<file path="config.mk">
export PLATFORM = sky130hd
export DESIGN_NAME = hashed_timing_wheel_unit
export DESIGN_NICKNAME = d
export VERILOG_FILES = /design/src/rtl/htw_pkg.sv /design/src/rtl/hashed_timing_wheel_unit.sv /design/src/rtl/htw_div.sv /design/src/rtl/htw_ctrl.sv /design/src/rtl/htw_dp.sv
export SDC_FILE = /design/constraint.sdc
export NUM_CORES = 1
export LEC_CHECK = 0
export BUFFER_PORTS_ARGS = -buffer_cell sky130_fd_sc_hd__buf_2
export CORE_MARGIN = 2
export CORE_UTILIZATION = 30
export CTS_CLUSTER_SIZE = 20
export DETAILED_ROUTE_END_ITERATION = 8
export SETUP_SLACK_MARGIN = 0.15
export SYNTH_ARGS = -nofsm -noshare
export SYNTH_HDL_FRONTEND = slang
export SYNTH_SLANG_ARGS = --single-unit
</file>
<file path="constraint.sdc">
create_clock -name clk -period 6.11 [get_ports clk]
set_input_delay 0.611 -clock clk [delete_from_list [all_inputs] [get_ports clk]]
set_output_delay 0.611 -clock clk [all_outputs]
set_load 0.02 [all_outputs]
</file>
<file path="src/rtl/htw_pkg.sv">
// ----------------------------------------------------------------------------
// htw_pkg
// Shared field widths, operation codes and the command and status bundles
// passed between the timing wheel controller and datapath.
// ----------------------------------------------------------------------------
package htw_pkg;

  localparam int MODE_W   = 2;
  localparam int ID_W     = 4;
  localparam int PERIOD_W = 16;

  localparam logic [MODE_W-1:0] MODE_TICK = 2'd0;
  localparam logic [MODE_W-1:0] MODE_ADD  = 2'd1;
  localparam logic [MODE_W-1:0] MODE_DEL  = 2'd2;
  localparam logic [MODE_W-1:0] MODE_NOP  = 2'd3;

  typedef struct packed {
    logic tick_start;
    logic add_start;
    logic del;
    logic add_write;
    logic flush;
  } htw_cmd_t;

  typedef struct packed {
    logic id_ok;
    logic div_done;
    logic scan_idle;
  } htw_sts_t;

endpackage

</file>
<file path="src/rtl/hashed_timing_wheel_unit.sv">
// ----------------------------------------------------------------------------
// hashed_timing_wheel_unit
// Hashed timing wheel of periodic tasks: add, delete and tick operations,
// one expiry transfer per task that fires on a tick.
//
//   channel | ports                              | handshake
//   --------+------------------------------------+---------------------------
//   input   | in_mode, in_task_id, in_period     | start high while busy low
//   result  | out_expired_id, out_last           | out_valid, one cycle each
//
// tick: busy while the one-entry-per-cycle scan of the task table memory
// runs through its single read port, then while the last entry drains
// add: busy for the reciprocal divide by WHEEL_SLOTS and the table write
// delete, no-op and ignored ids: busy stays low
// reset is synchronous; the table needs no clearing pass, valid bits clear
// each expiry leaves when the next one is found, the last one in the first
// cycle after busy falls
// ----------------------------------------------------------------------------
module hashed_timing_wheel_unit #(
  parameter int MAX_TASKS   = 16,
  parameter int WHEEL_SLOTS = 10
) (
  input  logic                         clk,
  input  logic                         rst_n,
  input  logic                         start,
  output logic                         busy,
  input  logic [htw_pkg::MODE_W-1:0]   in_mode,
  input  logic [htw_pkg::ID_W-1:0]     in_task_id,
  input  logic [htw_pkg::PERIOD_W-1:0] in_period,
  output logic                         out_valid,
  output logic [htw_pkg::ID_W-1:0]     out_expired_id,
  output logic                         out_last
);

  htw_pkg::htw_cmd_t cmd;
  htw_pkg::htw_sts_t sts;

  htw_ctrl u_ctrl (
    .clk   (clk),
    .rst_n (rst_n),
    .start (start),
    .mode  (in_mode),
    .sts   (sts),
    .busy  (busy),
    .cmd   (cmd)
  );

  htw_dp #(
    .MAX_TASKS   (MAX_TASKS),
    .WHEEL_SLOTS (WHEEL_SLOTS)
  ) u_dp (
    .clk            (clk),
    .rst_n          (rst_n),
    .cmd            (cmd),
    .sts            (sts),
    .in_task_id     (in_task_id),
    .in_period      (in_period),
    .out_valid      (out_valid),
    .out_expired_id (out_expired_id),
    .out_last       (out_last)
  );

endmodule

</file>
<file path="src/rtl/htw_div.sv">
// ----------------------------------------------------------------------------
// htw_div
// Divider by the fixed wheel size: quotient from a rounded-up reciprocal
// product, remainder by multiply back and subtract, each held in a register.
// ----------------------------------------------------------------------------
module htw_div #(
  parameter int DIVISOR = 10,
  parameter int QW      = 13,
  parameter int RW      = 4
) (
  input  logic                         clk,
  input  logic                         rst_n,
  input  logic                         start,
  input  logic [htw_pkg::PERIOD_W-1:0] dividend,
  output logic                         done,
  output logic [QW-1:0]                quot,
  output logic [RW-1:0]                rem
);

  localparam int     DW    = htw_pkg::PERIOD_W;
  localparam int     SH    = DW + $clog2(DIVISOR);
  localparam int     RCP_W = DW + 2;
  localparam int     PRD_W = DW + RCP_W;
  localparam longint RECIP = ((longint'(1) << SH) + longint'(DIVISOR) - longint'(1)) /
                             longint'(DIVISOR);

  logic [DW-1:0]    dvd_r;
  logic [QW-1:0]    quot_r;
  logic [RW-1:0]    rem_r;
  logic             stg1_r;
  logic             stg2_r;
  logic             done_r;
  logic [PRD_W-1:0] prod;
  logic [DW-1:0]    back;

  // exact over the whole dividend range
  assign prod = PRD_W'(dvd_r) * PRD_W'(RECIP);
  assign back = DW'(quot_r) * DW'(DIVISOR);

  always_ff @(posedge clk) begin
    if (!rst_n) begin
      stg1_r <= 1'b0;
      stg2_r <= 1'b0;
      done_r <= 1'b0;
    end else begin
      stg1_r <= start;
      stg2_r <= stg1_r;
      done_r <= stg2_r;
    end
  end

  always_ff @(posedge clk) begin
    if (start) begin
      dvd_r <= dividend;
    end
    if (stg1_r) begin
      quot_r <= QW'(prod >> SH);
    end
    if (stg2_r) begin
      rem_r <= RW'(dvd_r - back);
    end
  end

  assign done = done_r;
  assign quot = quot_r;
  assign rem  = rem_r;

endmodule

</file>
<file path="src/rtl/htw_ctrl.sv">
// ----------------------------------------------------------------------------
// htw_ctrl
// Sequencer for the timing wheel: decodes operations, waits for the divider
// on add and for the entry scan on tick, then flushes the held expiry.
// ----------------------------------------------------------------------------
module htw_ctrl (
  input  logic                       clk,
  input  logic                       rst_n,
  input  logic                       start,
  input  logic [htw_pkg::MODE_W-1:0] mode,
  input  htw_pkg::htw_sts_t          sts,
  output logic                       busy,
  output htw_pkg::htw_cmd_t          cmd
);

  typedef enum logic [2:0] {
    ST_IDLE = 3'b001,
    ST_DIV  = 3'b010,
    ST_SCAN = 3'b100
  } state_t;

  state_t state_r, state_nxt;

  always_comb begin
    state_nxt = state_r;
    cmd       = '0;
    unique case (state_r)
      ST_IDLE: begin
        if (start) begin
          unique case (mode)
            htw_pkg::MODE_TICK: begin
              cmd.tick_start = 1'b1;
              state_nxt      = ST_SCAN;
            end
            htw_pkg::MODE_ADD: begin
              if (sts.id_ok) begin
                cmd.add_start = 1'b1;
                state_nxt     = ST_DIV;
              end
            end
            htw_pkg::MODE_DEL: begin
              cmd.del = sts.id_ok;
            end
            default: ;
          endcase
        end
      end
      ST_DIV: begin
        if (sts.div_done) begin
          cmd.add_write = 1'b1;
          state_nxt     = ST_IDLE;
        end
      end
      ST_SCAN: begin
        if (sts.scan_idle) begin
          cmd.flush = 1'b1;
          state_nxt = ST_IDLE;
        end
      end
      default: state_nxt = ST_IDLE;
    endcase
  end

  always_ff @(posedge clk) begin
    if (!rst_n) begin
      state_r <= ST_IDLE;
    end else begin
      state_r <= state_nxt;
    end
  end

  assign busy = (state_r != ST_IDLE);

endmodule

</file>
<file path="src/rtl/htw_dp.sv">
// ----------------------------------------------------------------------------
// htw_dp
// Timing wheel datapath: task table memory, valid bits, current slot,
// arming arithmetic, entry scan pipeline and the expiry output stage.
// ----------------------------------------------------------------------------
module htw_dp #(
  parameter int MAX_TASKS   = 16,
  parameter int WHEEL_SLOTS = 10
) (
  input  logic                         clk,
  input  logic                         rst_n,
  input  htw_pkg::htw_cmd_t            cmd,
  output htw_pkg::htw_sts_t            sts,
  input  logic [htw_pkg::ID_W-1:0]     in_task_id,
  input  logic [htw_pkg::PERIOD_W-1:0] in_period,
  output logic                         out_valid,
  output logic [htw_pkg::ID_W-1:0]     out_expired_id,
  output logic                         out_last
);

  localparam int IDX_W  = (MAX_TASKS > 1) ? $clog2(MAX_TASKS) : 1;
  localparam int SLOT_W = $clog2(WHEEL_SLOTS);
  localparam int MAXQ   = (2**htw_pkg::PERIOD_W - 2) / WHEEL_SLOTS;
  localparam int RND_W  = (MAXQ > 0) ? $clog2(MAXQ + 1) : 1;
  localparam int ENT_W  = 2 * SLOT_W + 2 * RND_W;

  // table entry: slot, rounds left, period remainder, rounds reload
  logic [ENT_W-1:0]       mem [MAX_TASKS];
  logic [ENT_W-1:0]       rd_data_r;
  logic [MAX_TASKS-1:0]   valid_r;
  logic [SLOT_W-1:0]      cur_r, cur_nxt;
  logic [IDX_W-1:0]       id_r;
  logic [IDX_W-1:0]       scan_idx_r;
  logic                   scan_on_r;
  logic [IDX_W-1:0]       pidx_r;
  logic                   pv_r;
  logic                   pend_v_r;
  logic [IDX_W-1:0]       pend_id_r;
  logic                   out_valid_r;
  logic [htw_pkg::ID_W-1:0] out_id_r;
  logic                   out_last_r;

  logic                   div_done;
  logic [RND_W-1:0]       div_quot;
  logic [SLOT_W-1:0]      div_rem;
  logic [htw_pkg::PERIOD_W-1:0] dividend;
  logic [IDX_W-1:0]       id_idx;

  logic [SLOT_W-1:0]      e_slot;
  logic [RND_W-1:0]       e_rounds;
  logic [SLOT_W-1:0]      e_rem;
  logic [RND_W-1:0]       e_reload;
  logic                   hit;
  logic                   expire;

  logic [SLOT_W-1:0]      arm_rem;
  logic [SLOT_W:0]        arm_sum;
  logic [SLOT_W-1:0]      arm_slot;

  logic                   wr_en;
  logic [IDX_W-1:0]       wr_addr;
  logic [ENT_W-1:0]       wr_data;

  assign dividend = (in_period == '0) ? '0 : in_period - 1'b1;
  assign id_idx   = IDX_W'(in_task_id);

  htw_div #(
    .DIVISOR (WHEEL_SLOTS),
    .QW      (RND_W),
    .RW      (SLOT_W)
  ) u_div (
    .clk      (clk),
    .rst_n    (rst_n),
    .start    (cmd.add_start),
    .dividend (dividend),
    .done     (div_done),
    .quot     (div_quot),
    .rem      (div_rem)
  );

  assign {e_slot, e_rounds, e_rem, e_reload} = rd_data_r;

  assign hit    = pv_r && valid_r[pidx_r] && (e_slot == cur_r);
  assign expire = hit && (e_rounds == '0);

  // slot = (cur + 1 + (period - 1) mod slots) mod slots
  assign arm_rem  = cmd.add_write ? div_rem : e_rem;
  assign arm_sum  = {1'b0, cur_r} + (SLOT_W+1)'(1) + {1'b0, arm_rem};
  assign arm_slot = (arm_sum >= (SLOT_W+1)'(WHEEL_SLOTS)) ?
                    SLOT_W'(arm_sum - (SLOT_W+1)'(WHEEL_SLOTS)) : SLOT_W'(arm_sum);

  always_comb begin
    wr_en   = 1'b0;
    wr_addr = pidx_r;
    wr_data = rd_data_r;
    if (cmd.add_write) begin
      wr_en   = 1'b1;
      wr_addr = id_r;
      wr_data = {arm_slot, div_quot, div_rem, div_quot};
    end else if (expire) begin
      wr_en   = 1'b1;
      wr_data = {arm_slot, e_reload, e_rem, e_reload};
    end else if (hit) begin
      wr_en   = 1'b1;
      wr_data = {e_slot, RND_W'(e_rounds - 1'b1), e_rem, e_reload};
    end
  end

  always_ff @(posedge clk) begin
    if (wr_en) begin
      mem[wr_addr] <= wr_data;
    end
    rd_data_r <= mem[scan_idx_r];
  end

  assign cur_nxt = (cur_r == SLOT_W'(WHEEL_SLOTS - 1)) ? '0 : cur_r + 1'b1;

  always_ff @(posedge clk) begin
    if (!rst_n) begin
      valid_r     <= '0;
      cur_r       <= '0;
      scan_idx_r  <= '0;
      scan_on_r   <= 1'b0;
      pv_r        <= 1'b0;
      pend_v_r    <= 1'b0;
      out_valid_r <= 1'b0;
    end else begin
      if (cmd.add_write) begin
        valid_r[id_r] <= 1'b1;
      end else if (cmd.del) begin
        valid_r[id_idx] <= 1'b0;
      end
      if (cmd.tick_start) begin
        cur_r      <= cur_nxt;
        scan_idx_r <= '0;
        scan_on_r  <= 1'b1;
      end else if (scan_on_r) begin
        scan_idx_r <= scan_idx_r + 1'b1;
        if (scan_idx_r == IDX_W'(MAX_TASKS - 1)) begin
          scan_on_r <= 1'b0;
        end
      end
      pv_r        <= scan_on_r;
      out_valid_r <= 1'b0;
      if (expire) begin
        pend_v_r    <= 1'b1;
        out_valid_r <= pend_v_r;
      end else if (cmd.flush) begin
        pend_v_r    <= 1'b0;
        out_valid_r <= pend_v_r;
      end
    end
  end

  always_ff @(posedge clk) begin
    pidx_r <= scan_idx_r;
    if (cmd.add_start) begin
      id_r <= id_idx;
    end
    if (expire) begin
      pend_id_r  <= pidx_r;
      out_id_r   <= htw_pkg::ID_W'(pend_id_r);
      out_last_r <= 1'b0;
    end else if (cmd.flush) begin
      out_id_r   <= htw_pkg::ID_W'(pend_id_r);
      out_last_r <= 1'b1;
    end
  end

  assign sts.id_ok     = (32'(in_task_id) < MAX_TASKS);
  assign sts.div_done  = div_done;
  assign sts.scan_idle = !scan_on_r && !pv_r;

  assign out_valid      = out_valid_r;
  assign out_expired_id = out_id_r;
  assign out_last       = out_last_r;

  a_add_outside_scan: assert property (@(posedge clk) disable iff (!rst_n)
    cmd.add_write |-> (!scan_on_r && !pv_r))
    else $error("table write from add during scan");

  a_slot_range: assert property (@(posedge clk) disable iff (!rst_n)
    cur_r < SLOT_W'(WHEEL_SLOTS - 1) || cur_r == SLOT_W'(WHEEL_SLOTS - 1))
    else $error("current slot out of range");

  a_last_ends_tick: assert property (@(posedge clk) disable iff (!rst_n)
    (out_valid_r && out_last_r) |=> (!out_valid_r && !pend_v_r))
    else $error("expiry after last of tick");

  a_flush_idle: assert property (@(posedge clk) disable iff (!rst_n)
    cmd.flush |-> !pv_r)
    else $error("flush while an entry is still in process");

endmodule
</file>
-- Word level (Yosys, flattened, before mapping)
Memories as Yosys holds them, arrays and structs flattened. A register that Yosys moved wholly into a read port is not among the register bits.
Cells that the tools add are included.
Widths: inputs -> output; s select.
- add/sub/neg operators: 8
- $mul: 2
- div/mod/pow operators: 0
- magnitude comparators: 6
- equality and inequality tests: 13
- shifts and indexed selects: 0
- multiplexer cells: 43
- bitwise gates (word level): 4
- reductions and logical operators: 15
- operators with widths (operator ; number):
    $mux 34 ; 2
    $mul 16x16->32 const B ; 1
    $mux 16 ; 2
    $mux 30 ; 1
    $mux 4 ; 6
    $mux 1 ; 22
    $and 16x16->16 ; 1
    $logic_not 16->1 ; 1
    $not 16->16 ; 1
    $or 16x16->16 ; 1
    $sub 16x1->16 const B ; 1
    $lt 4x5->1 const B ; 3
    $mux 3 ; 5
    $logic_not 13->1 ; 1
    $mul 13x3->3 const B ; 1
    $sub 13x1->13 const B ; 1
    $pmux 3 s3 ; 1
    $add 4x1->4 const B ; 2
    $demux 1 s4 ; 2
    $eq 4x4->1 const B ; 2
    $ge 4x1->1 const B ; 2
    $logic_and 1x1->1 ; 6
    $pmux 3 s2 ; 1
    $add 4x1->5 const B ; 1
    other kinds (21) ; 24
- register bits after elaboration: 84
- bits in latches: 0
- bits in writable memories: 544
- bits in read-only memories: 0
- input bits: 25
- output and inout port bits: 7
- logic and storage cells: 111
- memories: 1
- memories (name ; words ; width ; read ports ; clocked after Yosys merged registers in ; write ports ; line ; source):
    u_dp.mem ; 16 ; 34 ; 1 ; 1 ; 1 ; htw_dp.sv:28 ; logic [ENT_W-1:0] mem [MAX_TASKS];

-- Logic depth before layout (Yosys ltp)
- depth after elaboration: 9
- depth in mapped cells: 20
- depth with buffers taken out: 20

-- Cells and area by module
A second synthesis with hierarchy kept.
- cell total of the unflattened synthesis: 1792
- area, all modules: 30645.6 µm²
- modules (own cells, without submodules) (module ; instances ; cells each ; area an instance (µm²) ; seq. area each (µm²)):
    htw_dp ; 1 ; 1243 ; 24676.2 ; 18037.3
    htw_div ; 1 ; 522 ; 5743.0 ; 1051.0
    htw_ctrl ; 1 ; 27 ; 226.5 ; 60.1

-- Worst setup path after synthesis
No wires, ideal clock.
- kind: reg2reg
- start point: register u_dp.u_div.dvd_r[11]
- end point: register u_dp.u_div.quot_r[12], in the netlist u_dp.u_div.quot[12] (data pin)
- setup time: 0.259 ns
- arrival time: 4.824 ns
- data required time: 5.851 ns
- path slack: 1.027 ns
- stages on the path, launching flop included: 17
- buffers on the path: 0
- period minus slack after synthesis: 5.083 ns
- cell sequence: edfxtp_1 > ha_1 > inv_1 > fa_1 > fa_1 > inv_1 > fa_1 > fa_1 > ha_1 > ha_1 > and2_1 > and4_1 > a22oi_1 > o211ai_1 > a21oi_1 > nor3b_1 > a211o_1
- longest elaborated chain between the ends: 1
- RTL lines (item ; line ; source):
    from (decl) ; htw_div.sv:27 ; logic [DW-1:0] dvd_r;
    from (signal assigned) ; htw_div.sv:54 ; dvd_r <= dividend;
    $mul 16x16->32 ; htw_div.sv:37 ; assign prod = PRD_W'(dvd_r) * PRD_W'(RECIP);
    net u_dp.u_div.prod[32] ; htw_div.sv:33 ; logic [PRD_W-1:0] prod;
    to (signal assigned) ; htw_div.sv:57 ; quot_r <= QW'(prod >> SH);
    to (decl) ; htw_div.sv:28 ; logic [QW-1:0] quot_r;
The timed path passes the listed nets, and every way through them passes these cells.
A chain may end at the register's enable or synchronous reset.

-- Final worst setup path
- start point: register u_dp.u_div.dvd_r[4]
- end point: register u_dp.u_div.quot_r[11], in the netlist u_dp.u_div.quot[11] (data pin)
Same word-level chain as after synthesis.

==> metrics.yaml <==
grt_pass1_wl_um: 103000
fin_crit_ns: 5.68
vias: 15499
r2r_start: "u_dp.u_div.dvd_r[4]$_SDFFCE_PN0P_"
max-vdd-ir-drop_mv: 0.201
cts-root-buf: "clkbuf_16"
r2r_cells: 19
ys_warn_count: 0
syn_avg_cell_area_um2: 16.9
grt_max_degree: 80
skew_ns: 0.0376
required_ns: 6.42
synthArstFlopShare: 0
r2r_slack_ns: 0.43
die_h_um: 321
start_util: 0.302
clkTransAtPathRegs_ns: 0.06
dieWidth_um: 321
instances_no_fill: 3204
end_kind: "flop"
grt_usage: 0.133
antenna_found_initial: 0
design.core.area_mm2: 0.0999
path_class: "flop to flop"
syn_area_mm2: 0.0301
holdPathEnd: "u_dp.id_r[2]$_DFFE_PP_"
dpl.cell_count: 3080
wl_met1_um: 29600
place_congestion: 0.838
io_pins: 32
min-delay-start: "in_task_id[2]"
seq_area_frac_synth: 0.635
grt_setup_unrepaired: "no"
status: "complete, no violations"
io_buffers: 31
hp-class: "input pin to flop"
relSlewSlack: 0.248
fmax_ghz: 0.176
synth_edf_count: 589
clockBufferDepth: 3
drc: 0
layout-drive-gt1-share: 0.192
routed_wl_um: 68200
wl_met3_um: 3020
cellPowerDensity_mw_per_mm2: 360
fin_crit_sh: 0.930
layout_setup_ws_ns: 0.427
clock_latency_ns: 0.61
num_rows: 116
ys_ff_latch: 662
globalRouteOverflowTotal: 0
syn_nets: 2026
whs_path_depth: 1
synth.distinct_cells: 61
worst_slew_pin_slew_ns: 1.13
drt_iter0_markers: 1336
place_ws_ns: 0.493
synth_cells: 1779
cts_tree: "yes"
dp_hpwl_um: 42500
tns_ns: 0
finalHoldViolCount: 0
vias_per_cell: 4.84
wl_per_cell_um: 21.3
cp-start-kind: "flop"
antenna_left: 0
firstDrtPassIters: 5
cap_violations: 0
grt_pass1_vias: 16323
ctsHoldBuffers: 0
fin_util: 0.343
areaGrowthSynthToFinish_pct: 13.7
fill_cells: 9403
antenna_cells: 0
routed.top_layer: "met4"
worst_ep_arrival_time_ns: 5.99
yosys_most_used_dff: "edfxtp_1"
critPathMaxFanout: 6
numCtsBuffers: 69
setup_viol: 0
dr_wl_met2_um: 34300
nNetsFinal: 2100
slew_violations: 0
cellLeakagePower_nw: 11.7
cts_max_level: 3
reg2reg_to: "u_dp.u_div.quot[11]$_DFFE_PP_"
cts.sinks: 662
dieArea_mm2: 0.103
[per-stage QoR]
stage          cell area (um2)  hold WS [ns]  power, mW
3_5_place_dp             32000         0.411       8.32
4_1_cts                  34300         0.208       12.5
6_report                 34300         0.248       12.3
3_3_place_gp             32000         0.414       8.28
2_1_floorplan            30100         0.326       7.60
5_1_grt                  34300         0.222       13.0
[cells in the final DEF (no fill, tap or decap), types with 22 or more instances in the layout]
master,count
edfxtp_1,589
mux4_2,175
inv_1,164
ha_1,141
nand2_1,105
fa_1,81
clkbuf_16,71
dfxtp_1,69
nor2_1,64
a21oi_1,39
o21ai_0,38
buf_2,31
buf_4,27
xor2_1,22
[power breakdown]
group	total, mW	leakage, nW	switching, mW	internal (mW)
Combinational	2.90	4.74	1.61	1.29
Sequential	5.32	5.90	0.120	5.20
Clock	4.11	1.09	1.70	2.41
[what timing repair did]
action,CTS,global route
endpoints found under the setup margin,0,2
buffers inserted,0,0
resized for setup,0,2
[sequential cells by signal, indices dropped and copies added, names as in the netlist]
signal               flops
u_dp.mem               544
u_dp.rd_data_r          34
u_dp.u_div.dvd_r        16
u_dp.valid_r            16
u_dp.u_div.quot         13
u_dp.cur_r               4
u_dp.id_r                4
u_dp.out_expired_id      4
u_dp.pend_id_r           4
u_dp.pidx_r              4
u_dp.scan_idx_r          4
u_dp.u_div.rem           4
u_ctrl.state_r           3
u_dp.out_last            1
u_dp.out_valid           1
u_dp.pend_v_r            1
u_dp.pv_r                1
u_dp.scan_on_r           1
u_dp.u_div.done          1
u_dp.u_div.stg1_r        1
u_dp.u_div.stg2_r        1
[per-layer routing]
| metal | vias up | global-route usage |
|---|---|---|
| met1 | 8109 | 0.177 |
| li1 | 6943 | - |
| met5 | - | 0 |
| met3 | 81 | 0.0173 |
| met4 | 0 | 0.0358 |
| met2 | 366 | 0.229 |
[cell type report]
| class | count | area, um2 | area share |
|---|---|---|---|
| sequential | 662 | 19200 | 0.559 |
| multi-input combinational | 896 | 10300 | 0.299 |
| clock buffer | 91 | 1900 | 0.0555 |
| tap | 1298 | 1620 | 0.0474 |
| inverter | 165 | 619 | 0.0181 |
| timing repair buffer | 59 | 378 | 0.0110 |
| clock inverter | 33 | 322 | 0.00939 |
[cells in the mapped netlist (all sizes together) (3+ instances only)]
master | number | area share
buf | 26 | 0.0043
inv | 165 | 0.021
nor3 | 21 | 0.0035
xnor2 | 19 | 0.0055
a211oi | 5 | 0.0014
nand3 | 12 | 0.0020
nand4 | 6 | 0.0015
a31oi | 10 | 0.0021
and2 | 12 | 0.0025
o21bai | 4 | 0.0010
nor4 | 3 | 0.00062
o21ai | 42 | 0.0070
a21o | 9 | 0.0022
and3 | 9 | 0.0019
o221ai | 6 | 0.0017
ha | 141 | 0.059
edfxtp | 589 | 0.59
xor2 | 22 | 0.0064
or3 | 11 | 0.0023
clkbuf | 30 | 0.0037
a21boi | 21 | 0.0052
nor2 | 80 | 0.010
a21oi | 40 | 0.0066
nor3b | 5 | 0.0012
nand2b | 4 | 0.00083
nor2b | 7 | 0.0015
dfxtp | 73 | 0.049
nand2 | 106 | 0.013
mux4 | 175 | 0.13
nand3b | 3 | 0.00075
o21a | 6 | 0.0015
o211ai | 8 | 0.0020
or4 | 3 | 0.00075
fa | 81 | 0.054
[cells by family after synthesis]
| logic type | count (synthesis) | share of synthesized area |
|---|---|---|
| AOI/OAI and AO/OA | 166 | 0.0353 |
| xor gates and xnor gates | 41 | 0.0119 |
| adders and majority gates | 222 | 0.112 |
| buffers and inverters | 221 | 0.0286 |
| DFF | 662 | 0.635 |
| muxes | 178 | 0.132 |
| and+or+nand+nor | 289 | 0.0444 |
[how the worst max path moves through the flow]
stage	end	slack (ns)	cells after the start	from
4_1_cts	u_dp.u_div.quot[12]$_DFFE_PP_	0.44	19	u_dp.u_div.dvd_r[4]$_SDFFCE_PN0P_
3_3_place_gp	u_dp.u_div.quot[12]$_DFFE_PP_	0.56	19	u_dp.u_div.dvd_r[4]$_SDFFCE_PN0P_
3_5_place_dp	u_dp.u_div.quot[12]$_DFFE_PP_	0.49	19	u_dp.u_div.dvd_r[4]$_SDFFCE_PN0P_
5_1_grt	u_dp.u_div.quot[11]$_DFFE_PP_	0.06	19	u_dp.u_div.dvd_r[4]$_SDFFCE_PN0P_
2_1_floorplan	u_dp.u_div.quot[12]$_DFFE_PP_	1.03	16	u_dp.u_div.dvd_r[11]$_SDFFCE_PN0P_
6_report	u_dp.u_div.quot[11]$_DFFE_PP_	0.43	19	u_dp.u_div.dvd_r[4]$_SDFFCE_PN0P_
[worst max-delay path, cell delays in order (launching register included)]
cell       delay [ns]
edfxtp_1         0.51
ha_1             0.45
xor2_1           0.20
ha_1             0.33
fa_1             0.49
inv_1            0.05
fa_1             0.47
inv_1            0.05
fa_1             0.47
inv_1            0.05
fa_1             0.47
inv_1            0.04
ha_1             0.35
a21oi_1          0.15
o21ai_0          0.11
a22oi_1          0.24
o211ai_1         0.22
and3_1           0.21
a2111oi_1        0.41
nor3_1           0.10
Power figures use the tool's default switching activity.
